--- src/design/xml_entity_to_utf8_decoder_defines.svh ---
// Assertion macros for the XML entity to UTF-8 decoder
`ifndef XML_ENTITY_TO_UTF8_DECODER_DEFINES_SVH
`define XML_ENTITY_TO_UTF8_DECODER_DEFINES_SVH

// same-cycle implication
`define XED_ASSERT_NOW(lbl, pre, post, msg) \
  lbl: assert property (@(posedge clk_i) disable iff (!rst_ni) (pre) |-> (post)) \
    else $error(msg);

// next-cycle implication
`define XED_ASSERT_NEXT(lbl, pre, post, msg) \
  lbl: assert property (@(posedge clk_i) disable iff (!rst_ni) (pre) |=> (post)) \
    else $error(msg);

`endif

--- src/design/xed_pkg.sv ---
// Types, constants and lookup functions shared by the entity decoder
package xed_pkg;

  localparam int unsigned ACC_W = 22;
  localparam int unsigned MUL_W = 26;

  localparam logic [ACC_W-1:0] CP_LIMIT = 22'h1FFFFF;
  localparam logic [ACC_W-1:0] CP_SAT   = 22'h200000;

  localparam logic [1:0] ST_OK      = 2'd0;
  localparam logic [1:0] ST_BAD_ESC = 2'd1;
  localparam logic [1:0] ST_BAD_CP  = 2'd2;

  localparam logic [7:0] CH_AMP  = 8'h26;
  localparam logic [7:0] CH_HASH = 8'h23;
  localparam logic [7:0] CH_SEMI = 8'h3B;
  localparam logic [7:0] CH_X    = 8'h78;

  localparam int unsigned N_ENT = 5;

  // up to four result bytes produced by one item
  typedef struct packed {
    logic            valid;
    logic [1:0]      top;
    logic [3:0][7:0] bytes;
    logic [1:0]      status;
    logic            last;
  } pack_t;

  function automatic logic [7:0] ent_char(input logic [2:0] k, input logic [2:0] i);
    logic [7:0] c;
    c = 8'h00;
    case (k)
      3'd0: case (i) 3'd0: c = "l"; 3'd1: c = "t"; 3'd2: c = ";"; default: c = 8'h00; endcase
      3'd1: case (i) 3'd0: c = "g"; 3'd1: c = "t"; 3'd2: c = ";"; default: c = 8'h00; endcase
      3'd2: case (i)
              3'd0: c = "a"; 3'd1: c = "m"; 3'd2: c = "p"; 3'd3: c = ";";
              default: c = 8'h00;
            endcase
      3'd3: case (i)
              3'd0: c = "a"; 3'd1: c = "p"; 3'd2: c = "o"; 3'd3: c = "s"; 3'd4: c = ";";
              default: c = 8'h00;
            endcase
      3'd4: case (i)
              3'd0: c = "q"; 3'd1: c = "u"; 3'd2: c = "o"; 3'd3: c = "t"; 3'd4: c = ";";
              default: c = 8'h00;
            endcase
      default: c = 8'h00;
    endcase
    return c;
  endfunction

  function automatic logic [2:0] ent_len(input logic [2:0] k);
    logic [2:0] n;
    case (k)
      3'd0, 3'd1: n = 3'd3;
      3'd2:       n = 3'd4;
      default:    n = 3'd5;
    endcase
    return n;
  endfunction

  function automatic logic [7:0] ent_out(input logic [2:0] k);
    logic [7:0] c;
    case (k)
      3'd0:    c = "<";
      3'd1:    c = ">";
      3'd2:    c = "&";
      3'd3:    c = 8'h27;
      default: c = 8'h22;
    endcase
    return c;
  endfunction

  // {valid, value}
  function automatic logic [4:0] hex_val(input logic [7:0] b);
    logic [4:0] r;
    if (b >= "0" && b <= "9") begin
      r = {1'b1, b[3:0]};
    end else if ((b >= "a" && b <= "f") || (b >= "A" && b <= "F")) begin
      r = {1'b1, b[3:0] + 4'd9};
    end else begin
      r = 5'd0;
    end
    return r;
  endfunction

endpackage

--- src/design/xed_parser.sv ---
// Entity parser: state registers and single-pass decode of one item
module xed_parser import xed_pkg::*; (
  input  logic       clk_i,
  input  logic       rst_ni,
  input  logic       step_i,
  input  logic [7:0] byte_i,
  input  logic       last_i,
  output pack_t      pack_o
);

  localparam logic [2:0] MODE_PLAIN = 3'd0;
  localparam logic [2:0] MODE_AMP   = 3'd1;
  localparam logic [2:0] MODE_NAMED = 3'd2;
  localparam logic [2:0] MODE_HASH  = 3'd3;
  localparam logic [2:0] MODE_DEC   = 3'd4;
  localparam logic [2:0] MODE_HEXX  = 3'd5;
  localparam logic [2:0] MODE_HEX   = 3'd6;

  logic [2:0]       mode_q, mode_d;
  logic [4:0]       mask_q, mask_d;
  logic [2:0]       cnt_q, cnt_d;
  logic [ACC_W-1:0] acc_q, acc_d;
  logic             drop_q, drop_d;

  logic [MUL_W-1:0] dec_sum, hex_sum;
  logic [ACC_W-1:0] dec_acc, hex_acc;
  logic [4:0]       hexd;
  logic             is_dec;

  assign hexd    = hex_val(byte_i);
  assign is_dec  = (byte_i >= "0") && (byte_i <= "9");
  assign dec_sum = ({{(MUL_W-ACC_W){1'b0}}, acc_q} << 3)
                 + ({{(MUL_W-ACC_W){1'b0}}, acc_q} << 1)
                 + {{(MUL_W-4){1'b0}}, byte_i[3:0]};
  assign hex_sum = {acc_q, hexd[3:0]};
  assign dec_acc = (dec_sum > {{(MUL_W-ACC_W){1'b0}}, CP_LIMIT}) ? CP_SAT
                                                                : dec_sum[ACC_W-1:0];
  assign hex_acc = (hex_sum > {{(MUL_W-ACC_W){1'b0}}, CP_LIMIT}) ? CP_SAT
                                                                : hex_sum[ACC_W-1:0];

  always_comb begin
    logic       done;
    logic       fail;
    logic       emit;
    logic [1:0] fst;
    logic [4:0] mask_e;
    logic [2:0] idx;
    logic [4:0] keep;
    logic       hit;
    logic [7:0] hit_ch;
    logic [20:0] cp;

    mode_d = mode_q;
    mask_d = mask_q;
    cnt_d  = cnt_q;
    acc_d  = acc_q;
    drop_d = drop_q;
    pack_o = '0;
    done   = 1'b0;
    fail   = 1'b0;
    emit   = 1'b0;
    fst    = ST_BAD_ESC;
    mask_e = 5'h1F;
    idx    = 3'd0;
    keep   = 5'd0;
    hit    = 1'b0;
    hit_ch = 8'h00;
    cp     = acc_q[20:0];

    if (drop_q) begin
      done = 1'b1;
      if (last_i) begin
        drop_d = 1'b0;
        mode_d = MODE_PLAIN;
        mask_d = '0;
        cnt_d  = '0;
        acc_d  = '0;
      end
    end else begin
      unique case (mode_q) inside
        MODE_PLAIN: begin
          if (byte_i != CH_AMP) begin
            pack_o.valid    = 1'b1;
            pack_o.bytes[0] = byte_i;
            pack_o.last     = last_i;
            done            = 1'b1;
          end else begin
            mode_d = MODE_AMP;
          end
        end
        MODE_AMP, MODE_NAMED: begin
          if (mode_q == MODE_AMP && byte_i == CH_HASH) begin
            mode_d = MODE_HASH;
          end else begin
            if (mode_q == MODE_NAMED) begin
              mask_e = mask_q;
              idx    = cnt_q;
            end
            for (int k = 0; k < N_ENT; k++) begin
              keep[k] = mask_e[k] && (idx < ent_len(3'(k)))
                        && (ent_char(3'(k), idx) == byte_i);
            end
            for (int k = 0; k < N_ENT; k++) begin
              if (keep[k] && ent_len(3'(k)) == idx + 3'd1) begin
                hit    = 1'b1;
                hit_ch = ent_out(3'(k));
              end
            end
            if (keep == 5'd0) begin
              fail = 1'b1;
            end else if (hit) begin
              pack_o.valid    = 1'b1;
              pack_o.bytes[0] = hit_ch;
              pack_o.last     = last_i;
              mode_d          = MODE_PLAIN;
              mask_d          = '0;
              cnt_d           = '0;
              acc_d           = '0;
              done            = 1'b1;
            end else begin
              mode_d = MODE_NAMED;
              mask_d = keep;
              cnt_d  = idx + 3'd1;
            end
          end
        end
        MODE_HASH: begin
          if (is_dec) begin
            acc_d  = {{(ACC_W-4){1'b0}}, byte_i[3:0]};
            mode_d = MODE_DEC;
          end else if (byte_i == CH_X) begin
            acc_d  = '0;
            mode_d = MODE_HEXX;
          end else begin
            fail = 1'b1;
          end
        end
        MODE_DEC: begin
          if (is_dec) begin
            acc_d = dec_acc;
          end else if (byte_i == CH_SEMI) begin
            emit = 1'b1;
          end else begin
            fail = 1'b1;
          end
        end
        MODE_HEXX, MODE_HEX: begin
          if (hexd[4]) begin
            acc_d  = hex_acc;
            mode_d = MODE_HEX;
          end else if (byte_i == CH_SEMI && mode_q == MODE_HEX) begin
            emit = 1'b1;
          end else begin
            fail = 1'b1;
          end
        end
        default: fail = 1'b1;
      endcase

      if (emit) begin
        done = 1'b1;
        if (acc_q > CP_LIMIT) begin
          fail = 1'b1;
          fst  = ST_BAD_CP;
        end else begin
          pack_o.valid = 1'b1;
          pack_o.last  = last_i;
          if (acc_q <= 22'h7F) begin
            pack_o.top      = 2'd0;
            pack_o.bytes[0] = {1'b0, cp[6:0]};
          end else if (acc_q <= 22'h7FF) begin
            pack_o.top      = 2'd1;
            pack_o.bytes[0] = {3'b110, cp[10:6]};
            pack_o.bytes[1] = {2'b10, cp[5:0]};
          end else if (acc_q <= 22'hFFFF) begin
            pack_o.top      = 2'd2;
            pack_o.bytes[0] = {4'b1110, cp[15:12]};
            pack_o.bytes[1] = {2'b10, cp[11:6]};
            pack_o.bytes[2] = {2'b10, cp[5:0]};
          end else begin
            pack_o.top      = 2'd3;
            pack_o.bytes[0] = {5'b11110, cp[20:18]};
            pack_o.bytes[1] = {2'b10, cp[17:12]};
            pack_o.bytes[2] = {2'b10, cp[11:6]};
            pack_o.bytes[3] = {2'b10, cp[5:0]};
          end
          mode_d = MODE_PLAIN;
          mask_d = '0;
          cnt_d  = '0;
          acc_d  = '0;
        end
      end

      // string ended with an entity still open
      if (!done && !fail && last_i) begin
        fail = 1'b1;
      end

      if (fail) begin
        pack_o        = '0;
        pack_o.valid  = 1'b1;
        pack_o.status = fst;
        pack_o.last   = 1'b1;
        mode_d        = MODE_PLAIN;
        mask_d        = '0;
        cnt_d         = '0;
        acc_d         = '0;
        drop_d        = !last_i;
      end
    end
  end

  always_ff @(posedge clk_i or negedge rst_ni) begin
    if (!rst_ni) begin
      mode_q <= MODE_PLAIN;
      mask_q <= '0;
      cnt_q  <= '0;
      acc_q  <= '0;
      drop_q <= 1'b0;
    end else if (step_i) begin
      mode_q <= mode_d;
      mask_q <= mask_d;
      cnt_q  <= cnt_d;
      acc_q  <= acc_d;
      drop_q <= drop_d;
    end
  end

endmodule

--- src/design/xed_out_queue.sv ---
// Result register: holds one item's results and sends them one per cycle unless stalled
module xed_out_queue import xed_pkg::*; (
  input  logic       clk_i,
  input  logic       rst_ni,
  input  logic       load_i,
  input  pack_t      pack_i,
  output logic       free_o,
  output logic       out_valid_o,
  input  logic       out_stall_i,
  output logic [7:0] out_byte_o,
  output logic [1:0] status_o,
  output logic       out_last_o
);

  pack_t      pack_q;
  logic [1:0] idx_q;
  logic       at_end;
  logic       take;

  assign at_end      = (idx_q == pack_q.top);
  assign take        = pack_q.valid && !out_stall_i;
  assign free_o      = !pack_q.valid || (take && at_end);
  assign out_valid_o = pack_q.valid;
  assign out_byte_o  = pack_q.bytes[idx_q];
  assign status_o    = pack_q.status;
  assign out_last_o  = pack_q.last && at_end;

  always_ff @(posedge clk_i or negedge rst_ni) begin
    if (!rst_ni) begin
      pack_q <= '0;
      idx_q  <= '0;
    end else if (load_i) begin
      pack_q <= pack_i;
      idx_q  <= '0;
    end else if (take) begin
      if (at_end) begin
        pack_q.valid <= 1'b0;
        idx_q        <= '0;
      end else begin
        idx_q <= idx_q + 2'd1;
      end
    end
  end

endmodule

--- src/design/xml_entity_to_utf8_decoder.sv ---
// XML entity decoder to UTF-8: input register, parser and result register
// Each item is held in the input register, then decoded and loaded into the
// result register; one item per cycle is taken while that register is free, and
// the n bytes of a numeric reference go out one per cycle while not stalled.
// Reset: rst_ni asynchronous, active low; returns to plain text, no items held.
`include "xml_entity_to_utf8_decoder_defines.svh"
module xml_entity_to_utf8_decoder import xed_pkg::*; (
  input  logic       clk_i,
  input  logic       rst_ni,
  input  logic       in_valid_i,
  output logic       in_stall_o,
  input  logic [7:0] in_byte_i,
  input  logic       in_last_i,
  output logic       out_valid_o,
  input  logic       out_stall_i,
  output logic [7:0] out_byte_o,
  output logic [1:0] status_o,
  output logic       out_last_o
);

  logic       in_valid_q;
  logic [7:0] in_byte_q;
  logic       in_last_q;
  logic       free;
  logic       step;
  logic       in_take;
  pack_t      pack;

  assign step       = in_valid_q && free;
  assign in_stall_o = in_valid_q && !step;
  assign in_take    = in_valid_i && !in_stall_o;

  always_ff @(posedge clk_i or negedge rst_ni) begin
    if (!rst_ni) begin
      in_valid_q <= 1'b0;
    end else if (in_take) begin
      in_valid_q <= 1'b1;
    end else if (step) begin
      in_valid_q <= 1'b0;
    end
  end

  always_ff @(posedge clk_i) begin
    if (in_take) begin
      in_byte_q <= in_byte_i;
      in_last_q <= in_last_i;
    end
  end

  xed_parser u_parser (
    .clk_i  (clk_i),
    .rst_ni (rst_ni),
    .step_i (step),
    .byte_i (in_byte_q),
    .last_i (in_last_q),
    .pack_o (pack)
  );

  xed_out_queue u_queue (
    .clk_i       (clk_i),
    .rst_ni      (rst_ni),
    .load_i      (step),
    .pack_i      (pack),
    .free_o      (free),
    .out_valid_o (out_valid_o),
    .out_stall_i (out_stall_i),
    .out_byte_o  (out_byte_o),
    .status_o    (status_o),
    .out_last_o  (out_last_o)
  );

  `XED_ASSERT_NOW(a_stall_needs_busy, in_stall_o, out_valid_o, "input stalled with result register empty")
  `XED_ASSERT_NOW(a_err_is_last, out_valid_o && status_o != ST_OK, out_last_o && out_byte_o == 8'h00, "error item not final or nonzero")
  `XED_ASSERT_NOW(a_status_code, out_valid_o, status_o == ST_OK || status_o == ST_BAD_ESC || status_o == ST_BAD_CP, "undefined status code")
  `XED_ASSERT_NEXT(a_take_holds, in_take, in_valid_q, "accepted item not held")

endmodule
--- config.mk ---
export PLATFORM = sky130hd
export DESIGN_NAME = xml_entity_to_utf8_decoder
export DESIGN_NICKNAME = d
export VERILOG_FILES = /design/src/design/xed_pkg.sv /design/src/design/xed_parser.sv /design/src/design/xed_out_queue.sv /design/src/design/xml_entity_to_utf8_decoder.sv
export VERILOG_INCLUDE_DIRS = /design/src /design/src/design
export SDC_FILE = /design/constraint.sdc
export NUM_CORES = 1
export LEC_CHECK = 0
export BUFFER_PORTS_ARGS = -buffer_cell sky130_fd_sc_hd__buf_2
export CORE_ASPECT_RATIO = 0.9
export CORE_MARGIN = 2
export CORE_UTILIZATION = 25
export CTS_BUF_LIST = sky130_fd_sc_hd__clkbuf_4 sky130_fd_sc_hd__clkbuf_8 sky130_fd_sc_hd__clkbuf_16
export CTS_CLUSTER_DIAMETER = 80
export DETAILED_ROUTE_END_ITERATION = 8
export SYNTH_ARGS = -nofsm -noshare
export SYNTH_HDL_FRONTEND = slang
export SYNTH_SLANG_ARGS = --single-unit
--- constraint.sdc ---
create_clock -name clk_i -period 10.8 [get_ports clk_i]
set_input_delay 0 -clock clk_i [delete_from_list [all_inputs] [get_ports clk_i]]
set_output_delay 0 -clock clk_i [all_outputs]
set_load 0.005 [all_outputs]
# [Word level (Yosys, flattened, before mapping)]
# Cells that the tools add are included.
[classes] n_eq_ne=24 n_lt_le_gt_ge=16 mux=164 reduce_logical=47 addsub=5
[ops] operator="$mux W22" count=15
[ops] operator="$mux W8" count=21
[ops] operator="$mux W3" count=32
[ops] operator="$pmux W22 S4" count=1
[ops] operator="$mux W38" count=2
[ops] operator="$mux W5" count=15
[ops] operator="$mux W35" count=2
[ops] operator="$pmux W7 S5" count=2
[ops] operator="$gt A26 B21 Y1 const B" count=2
[ops] operator="$mux W1" count=47
[ops] operator="$pmux W7 S3" count=2
[ops] operator="$eq A8 B8 Y1" count=5
[ops] operator="$mux W6" count=6
[ops] operator="$mux W16" count=2
[ops] operator="$logic_and A1 B1 Y1" count=28
[ops] operator="$pmux W7 S4" count=1
[ops] operator="$add A25 B23 Y26" count=1
[ops] operator="$add A26 B4 Y26" count=1
[ops] operator="$mux W24" count=1
[ops] operator="$gt A22 B21 Y1 const B" count=1
[ops] operator="$le A22 B11 Y1 const B" count=1
[ops] operator="$le A22 B16 Y1 const B" count=1
[ops] operator="$le A22 B7 Y1 const B" count=1
[ops] operator="$bmux W8 S2" count=1
[ops] operator="30 further kinds" count=65
[word_totals] elab_cells=273 reg_bits=84 in_bits=13 out_inout_bits=13

# [Depth between registers and ports, before layout]
# Gate-level depths: netlist (run 1).
[depth] ltp_word=35 depth_mapped=17

# [By module]
# Synthesis (run 1) repeated with hierarchy kept, for this count alone.
[hier_totals] cells_unflattened=837 area_unflattened_um2=7532.2
[by_module_without_submodules] module="xed_parser" cells_each=712 area_per_inst_um2=5412.7 n_inst=1 seq_area_each_um2=850.8
[by_module_without_submodules] module="xed_out_queue" cells_each=110 area_per_inst_um2=1785.5 n_inst=1 seq_area_each_um2=1001.0
[by_module_without_submodules] module="xml_entity_to_utf8_decoder" cells_each=15 area_per_inst_um2=334.1 n_inst=1 seq_area_each_um2=295.3

# [Worst setup path after synthesis (run 1)]
# No wires, ideal clock.
[synth_timing] path_kind="register to register" startpoint="register in_byte_q[3]" endpoint="register u_parser.acc_q[12]" t_arrival_ns=3.899 path_stages_with_launch=14 required_ns=10.715 setup_ns=0.085 setup_slack_ns=6.816 n_path_buf=1 path_cell_list="edfxtp_1 -> clkinv_1 -> fa_1 -> fa_1 -> nor2b_1 -> o211ai_1 -> a2111oi_0 -> o31ai_1 -> a2111o_1 -> a211o_1 -> nor2_1 -> buf_2 -> a22oi_1 -> o22ai_1"
[synth_via] elab_chain_len=24 elab_cells_between_ends=91
[synth_rtl] element="from (decl)" line_no="xml_entity_to_utf8_decoder.sv:22" rtl="logic [7:0] in_byte_q;"
[synth_rtl] element="from (signal assigned)" line_no="xml_entity_to_utf8_decoder.sv:45" rtl="in_byte_q <= in_byte_i;"
[synth_rtl] element="parallel branches: the longest is 22 deep, another holds $add A26 B4 Y26"
[synth_rtl] element="$mux W22 *" line_no="xed_parser.sv:199" rtl="if (fail) begin"
[synth_rtl] element="$mux W22 *" line_no="xed_parser.sv:70" rtl="if (drop_q) begin"
[synth_rtl] element="to (signal assigned)" line_no="xed_parser.sv:218" rtl="acc_q <= '0;"
[synth_rtl] element="to (signal assigned)" line_no="xed_parser.sv:224" rtl="acc_q <= acc_d;"
[synth_rtl] element="to (decl)" line_no="xed_parser.sv:22" rtl="logic [ACC_W-1:0] acc_q, acc_d;"
# Mark *: on every way between the ends. The select of a mux whose other input is x is not followed.
# A chain may end at the register's enable or synchronous reset.

# [Final worst setup path (run 1)]
[layout_timing] startpoint="register in_byte_q[3]" endpoint="register u_parser.acc_q[1]"
# The elaborated chain is that of the path after synthesis.

==> results.json, run 1 <==
{
  "cts-htree-levels": 3,
  "tightest_slew_ns": 1.25,
  "cts_setup_buffers": 0,
  "grt_overflow": 0,
  "grt_max_degree": 72,
  "arrival_ns": 5.63,
  "cts_num_sinks": 80,
  "async_flop_share_pct": 88.8,
  "fin_util_pct": 28.4,
  "pin_count": 26,
  "syn2layout_area_growth_pct": 11.8,
  "slew_violations": 0,
  "final_common_cell": "nand2_1",
  "final_cell_mix": "nand2_1 (96), a21oi_1 (81), dfrtp_1 (71)",
  "synth_top_flop_cell": "dfrtp_1",
  "fin_skew_ns": 0.0137,
  "cpPeakStageDelay_ns": 0.68,
  "reg2reg_from": "in_byte_q[3]$_DFFE_PP_",
  "die_h_um": 167,
  "cp_top_family": "compound AO/OA/AOI/OAI gates",
  "row_count": 59,
  "drc": 0,
  "insertedDiodeCount": 0,
  "initial_core_util_pct": 25.4,
  "dr.pass1.iters": 5,
  "rsz0062_at_grt": "no",
  "crit_path_start_kind": "flip-flop",
  "setup_tns_ns": 0,
  "endpoint_kind": "flip-flop",
  "crit_type": "flip-flop to flip-flop",
  "syn_nets": 989,
  "netlist_area_mm2": 0.00735,
  "worst_path_max_delay_cell": "nor2_1",
  "fp.dieArea_mm2": 0.0308,
  "slew_headroom_pct": 16.3,
  "vias_per_cell": 5.57,
  "ys_types": 85,
  "synth.top_cell.area_share_pct": 24.2,
  "grtUsageTotal_pct": 15.9,
  "drive_gt1_share_pct": 8.30,
  "routabilityCongestion": 0.898,
  "fill_cells": 3180,
  "cts_buffers": 9,
  "drt_iter0_markers": 726,
  "cp_num_buf_inv": 1,
  "port_buffers": 25,
  "irDropWorstVdd_mv": 0.112,
  "nets": 992,
  "yosysWarnings": 0,
  "post-synth-top-area-cell": "dfrtp_1",
  "min_period_ns": 5.36,
  "synth-edff-count": 9,
  "yosys_register_bits": 80,
  "cts_tree": "done",
  "routed_wl_um": 24100,
  "clock-root-buffer": "clkbuf_16",
  "whs_ns": 0.340,
  "worstHoldPathType": "primary input to asynchronous set/reset pin",
  "cts_resized": 0,
  "cap_violations": 0,
  "die_w_um": 185,
  "core_area_mm2": 0.0289,
  "path_max_fanout": 14,
  "grt_pass1_wl_um": 39100,
  "syn_inst": 920,
  "ctsLongestPathBuffers": 2,
  "cts.clk_slew.worst_paths_ns": 0.07,
  "p_leak_uw": 0.00333,
  "finalSetupViolations": 0,
  "critical_path.most_common_cell": "fa_1",
  "dpl.hpwl_um": 17600,
  "ys_seq_area_share_pct": 27.9,
  "cts_hold_buf": 12,
  "grt_pass1_vias": 6917,
  "min_period_over_period_pct": 49.7,
  "postRouteAntennaNets": 0,
  "wl_per_cell_um": 18.2,
  "powerDensity_mw_per_mm2": 136,
  "synth_area_leaders": "dfrtp_1 (24%), ha_1 (9.2%), a21oi_1 (5.5%), nand2_1 (4.9%), o21ai_0 (4.4%)",
  "max_freq_ghz": 0.186,
  "startpoint": "in_byte_q[3]$_DFFE_PP_",
  "status": "finished, final reports clean",
  "antenna_found_initial": 0,
  "postSynthAreaPerCell_um2": 7.99,
  "hold_viol": 0,
  "crit_chain": "clkinv_1 > fa_1 > fa_1 > nor2b_1 > o211ai_1 > a2111oi_0 > o31ai_1 > a2111o_1 > a211o_1 > nor2_1 > a221oi_1 > a211oi_1",
  "crit_required_ns": 11.06,
  "clock_latency_ns": 0.35,
  "vias": 7370,
  "total_power_uw": 1120
}
==> path summary, 6_finish.rpt <==
kind                       cells after the start                        endpoint  slack (ns)
min in group clk_i                             2          in_byte_q[4]$_DFFE_PP_        0.37
setup / recovery                              12   u_parser.acc_q[1]$_DFFE_PN0P_        5.44
hold reg to reg                                2  u_queue.pack_q[18]$_DFFE_PN0P_        0.46
setup reg to reg                              12   u_parser.acc_q[1]$_DFFE_PN0P_        5.44
max in group asynchronous                      2   u_parser.cnt_q[2]$_DFFE_PN0P_        9.81
hold / removal                                 2  u_parser.mode_q[0]$_DFFE_PN0P_        0.34
==> area by class of cell <==
class	instances	area, um^2	area share, %
multi-input cells	730	4870	59.2
flip-flops and latches	80	2050	24.9
well taps	396	495	6.03
repair buffers	46	315	3.84
clock buffers	10	239	2.91
inverters	56	210	2.56
clock inverters	6	47.5	0.578
==> power breakdown <==
part           internal, uW  leakage [uW]  switching, uW
sequential              338       0.00106           56.7
clock                   165      0.000140            138
combinational           155       0.00214            263
==> Yosys cell counts (all sizes together) (5+ instances only) <==
library cell / instances
and2: 10
o211ai: 12
a2111o: 5
and3: 6
nor2: 62
a211oi: 8
a21oi: 83
dfrtp: 71
a22oi: 12
ha: 54
o22ai: 25
o31ai: 12
mux2i: 7
a22o: 9
nor4: 7
nor2b: 7
a21o: 11
nor3: 25
mux4: 7
xor2: 6
nor3b: 7
o2111ai: 7
a21boi: 5
nand4: 17
edfxtp: 9
nand2: 96
a31oi: 15
inv: 55
o21ai: 68
nand2b: 6
nand3: 35
xnor2: 20
or3: 7
clkbuf: 39
or2: 5
o221ai: 10
a221oi: 7
buf: 15
==> layer usage <==
layer / GRT usage, % / vias up / wire, um
li1: - / 3468 / -
met1: 23.8 / 3522 / 11100
met2: 23.3 / 343 / 10400
met3: 2.54 / 37 / 2090
met4: 4.76 / 0 / 480
met5: 0 / - / 0
==> flip-flops by register name, indices dropped and copies added (netlist names) <==
register / count
in_byte_q: 8
in_last_q: 1
in_valid_q: 1
u_parser.acc_q: 22
u_parser.cnt_q: 3
u_parser.drop_q: 1
u_parser.mask_q: 5
u_parser.mode_q: 3
u_queue.idx_q: 2
u_queue.out_valid_o: 1
u_queue.pack_q: 31
u_queue.status_o: 2
==> cell families (layout without fill, tap and decap cells) <==
kind of cell / after synthesis / after routing / synth area share [%]
adder cells (fa/ha/maj): 56 / 56 / 9.74
AO/OA/AOI/OAI: 323 / 323 / 29.1
flip-flops: 80 / 80 / 27.9
multiplexers: 14 / 14 / 3.10
XOR/XNOR: 26 / 26 / 3.10
AND/OR/NAND/NOR: 311 / 311 / 21.1
buffers and inverters: 110 / 118 / 6.03
==> through the flow <==
stage          setup WS [ns]  instances  cell area, um^2
6_report                5.44       1324             8220
5_1_grt                 5.03       1324             8220
4_1_cts                 5.45       1324             8220
3_5_place_dp            5.48       1296             7810
3_3_place_gp            5.73       1296             7810
2_1_floorplan           6.82        920             7350
Power figures use the tool's default switching activity.
==> run 2: changes to the inputs <==
==> constraint.sdc (replaced) <==
create_clock -name clk_i -period 4.6 [get_ports clk_i]
set_input_delay 0 -clock clk_i [delete_from_list [all_inputs] [get_ports clk_i]]
set_output_delay 0 -clock clk_i [all_outputs]
set_load 0.005 [all_outputs]
==> results.json, run 2 (synthesis gave the netlist of run 1 again) <==
{
  "postRouteAntennaNets": 0,
  "cpPeakStageDelay_ns": 0.53,
  "die_w_um": 185,
  "status": "finished, final reports clean",
  "path_max_fanout": 6,
  "cts-htree-levels": 3,
  "clock-root-buffer": "clkbuf_16",
  "wl_per_cell_um": 18.5,
  "place_ws_ns": 0.230,
  "grt_pass1_wl_um": 39800,
  "place_area_mm2": 0.00799,
  "dpl.hpwl_um": 18800,
  "slew_violations": 0,
  "final_cell_mix": "nand2_1 (96), a21oi_1 (81), dfrtp_1 (71)",
  "routed_wl_um": 24900,
  "setup_tns_ns": 0,
  "cts_num_sinks": 80,
  "pin_count": 26,
  "grtUsageTotal_pct": 16.4,
  "routabilityCongestion": 0.917,
  "cp_num_buf_inv": 1,
  "crit_type": "flip-flop to flip-flop",
  "cts_tree": "done",
  "final_common_cell": "nand2_1",
  "fp.dieArea_mm2": 0.0308,
  "antenna_found_initial": 0,
  "grt_pass1_vias": 7004,
  "min_period_ns": 4.28,
  "cp_top_family": "compound AO/OA/AOI/OAI gates",
  "cts.clk_slew.worst_paths_ns": 0.06,
  "largest-register": "u_queue.pack_q",
  "clock_latency_ns": 0.36,
  "fin_skew_ns": 0.00721,
  "worst_path_max_delay_cell": "or4_1",
  "multi_input_area_mm2": 0.00487,
  "row_count": 59,
  "nets": 1016,
  "ctsLongestPathBuffers": 2,
  "fin_ws_ns": 0.323,
  "dr.pass1.iters": 6,
  "syn2layout_area_growth_pct": 14.6,
  "hold_viol": 0,
  "arrival_ns": 4.53,
  "p_leak_uw": 0.00347,
  "seq_area_mm2": 0.00205,
  "powerDensity_mw_per_mm2": 326,
  "drt_iter0_markers": 962,
  "grt_overflow": 0,
  "finalSetupViolations": 0,
  "rsz0062_at_grt": "no",
  "cap_violations": 0,
  "max_freq_ghz": 0.234,
  "die_h_um": 167,
  "largest_reg_flops": 31,
  "drc": 0,
  "core_area_mm2": 0.0289,
  "crit_required_ns": 4.85,
  "fill_cells": 3123,
  "worstHoldPathType": "primary input to asynchronous set/reset pin",
  "insertedDiodeCount": 0,
  "tightest_slew_ns": 0.961,
  "vias_per_cell": 5.57,
  "reg.largest.list": "u_queue.pack_q: 31 flops, u_parser.acc_q: 22 flops, in_byte_q: 8 flops",
  "min_period_over_period_pct": 93.0,
  "port_buffers": 25,
  "crit_path_start_kind": "flip-flop",
  "cts_setup_buffers": 0,
  "cts_buffers": 9,
  "grt_max_degree": 72,
  "drive_gt1_share_pct": 10.7,
  "irDropWorstVdd_mv": 0.261,
  "whs_ns": 0.303,
  "initial_core_util_pct": 25.4,
  "endpoint_kind": "flip-flop",
  "vias": 7506,
  "stdcell_area_mm2": 0.00842,
  "crit_chain": "inv_1 > fa_1 > fa_1 > nor2b_1 > o211ai_1 > a2111o_1 > a31oi_1 > nor2_1 > or4_1 > or4_1 > a2111o_1 > o221ai_1",
  "slew_headroom_pct": 35.5
}
==> run 2: cell count changes in the layout (fill, tap and decap cells not counted), sizes merged <==
cell,change
inv,-1
clkinv,+2
bufinv,+1
clkinvlp,-1
clkbuf,-1
buf,+24
==> run 2: layout make-up <==
| cell class | count | area share (%) |
|---|---|---|
| clock buffer | 9 | 2.67 |
| clock inverter | 7 | 0.921 |
| inverter | 56 | 2.50 |
| multi-input combinational | 730 | 57.8 |
| sequential | 80 | 24.3 |
| tap | 396 | 5.88 |
| timing repair buffer | 70 | 5.88 |
==> run 2: routing by layer <==
metal | track usage, % | wire, um | up-vias
met3 | 2.84 | 1940 | 33
met5 | 0 | 0 | -
met4 | 4.52 | 421 | 0
li1 | - | - | 3514
met1 | 24.2 | 11700 | 3622
met2 | 24.4 | 10800 | 337
==> run 2: repair_timing <==
| item | in CTS | in global routing |
|---|---|---|
| resized for setup | 0 | 2 |
| hold endpoints to repair | 82 | 0 |
| setup endpoints to repair | 0 | 16 |
| hold buffers | 12 | 0 |
==> run 2: per-stage QoR <==
step	std cells	power, uW	util [%]
detailed placement	1320	1970	27.6
floorplan	920	1560	-
global placement	1320	1960	27.6
global route	1348	2900	29.1
CTS	1348	2740	29.1
finish	1348	2740	29.1
==> run 2: worst paths after layout <==
path,startpoint,depth (start not counted),endpoint,slack (ns)
setup / recovery,u_parser.acc_q[0]$_DFFE_PN0P_,12,u_parser.acc_q[0]$_DFFE_PN0P_,0.32
hold / removal,rst_ni,2,u_parser.acc_q[0]$_DFFE_PN0P_,0.30
setup reg to reg,u_parser.acc_q[0]$_DFFE_PN0P_,12,u_parser.acc_q[0]$_DFFE_PN0P_,0.32
hold reg to reg,u_queue.pack_q[18]$_DFFE_PN0P_,2,u_queue.pack_q[18]$_DFFE_PN0P_,0.47
max in group asynchronous,rst_ni,2,u_parser.mask_q[0]$_DFFE_PN0P_,3.65
min in group clk_i,in_byte_i[4],2,in_byte_q[4]$_DFFE_PP_,0.36
==> run 2: where the power goes <==
group          internal [uW]  switching, uW  total (uW)  leakage (uW)
Combinational            419            699        1120       0.00226
Sequential               794           77.6         871       0.00106
Clock                    427            327         754      0.000152
Total                   1640           1100        2740       0.00347
==> run 2: worst register-to-register path: cells and delay by family (launching register included) <==
| kind | cells | cell delay, ns |
|---|---|---|
| AOI/OAI and AO/OA | 5 | 1.37 |
| adders and majority gates | 2 | 0.98 |
| DFF | 1 | 0.38 |
| buffers and inverters | 1 | 0.20 |
| and+or+nand+nor | 4 | 1.25 |
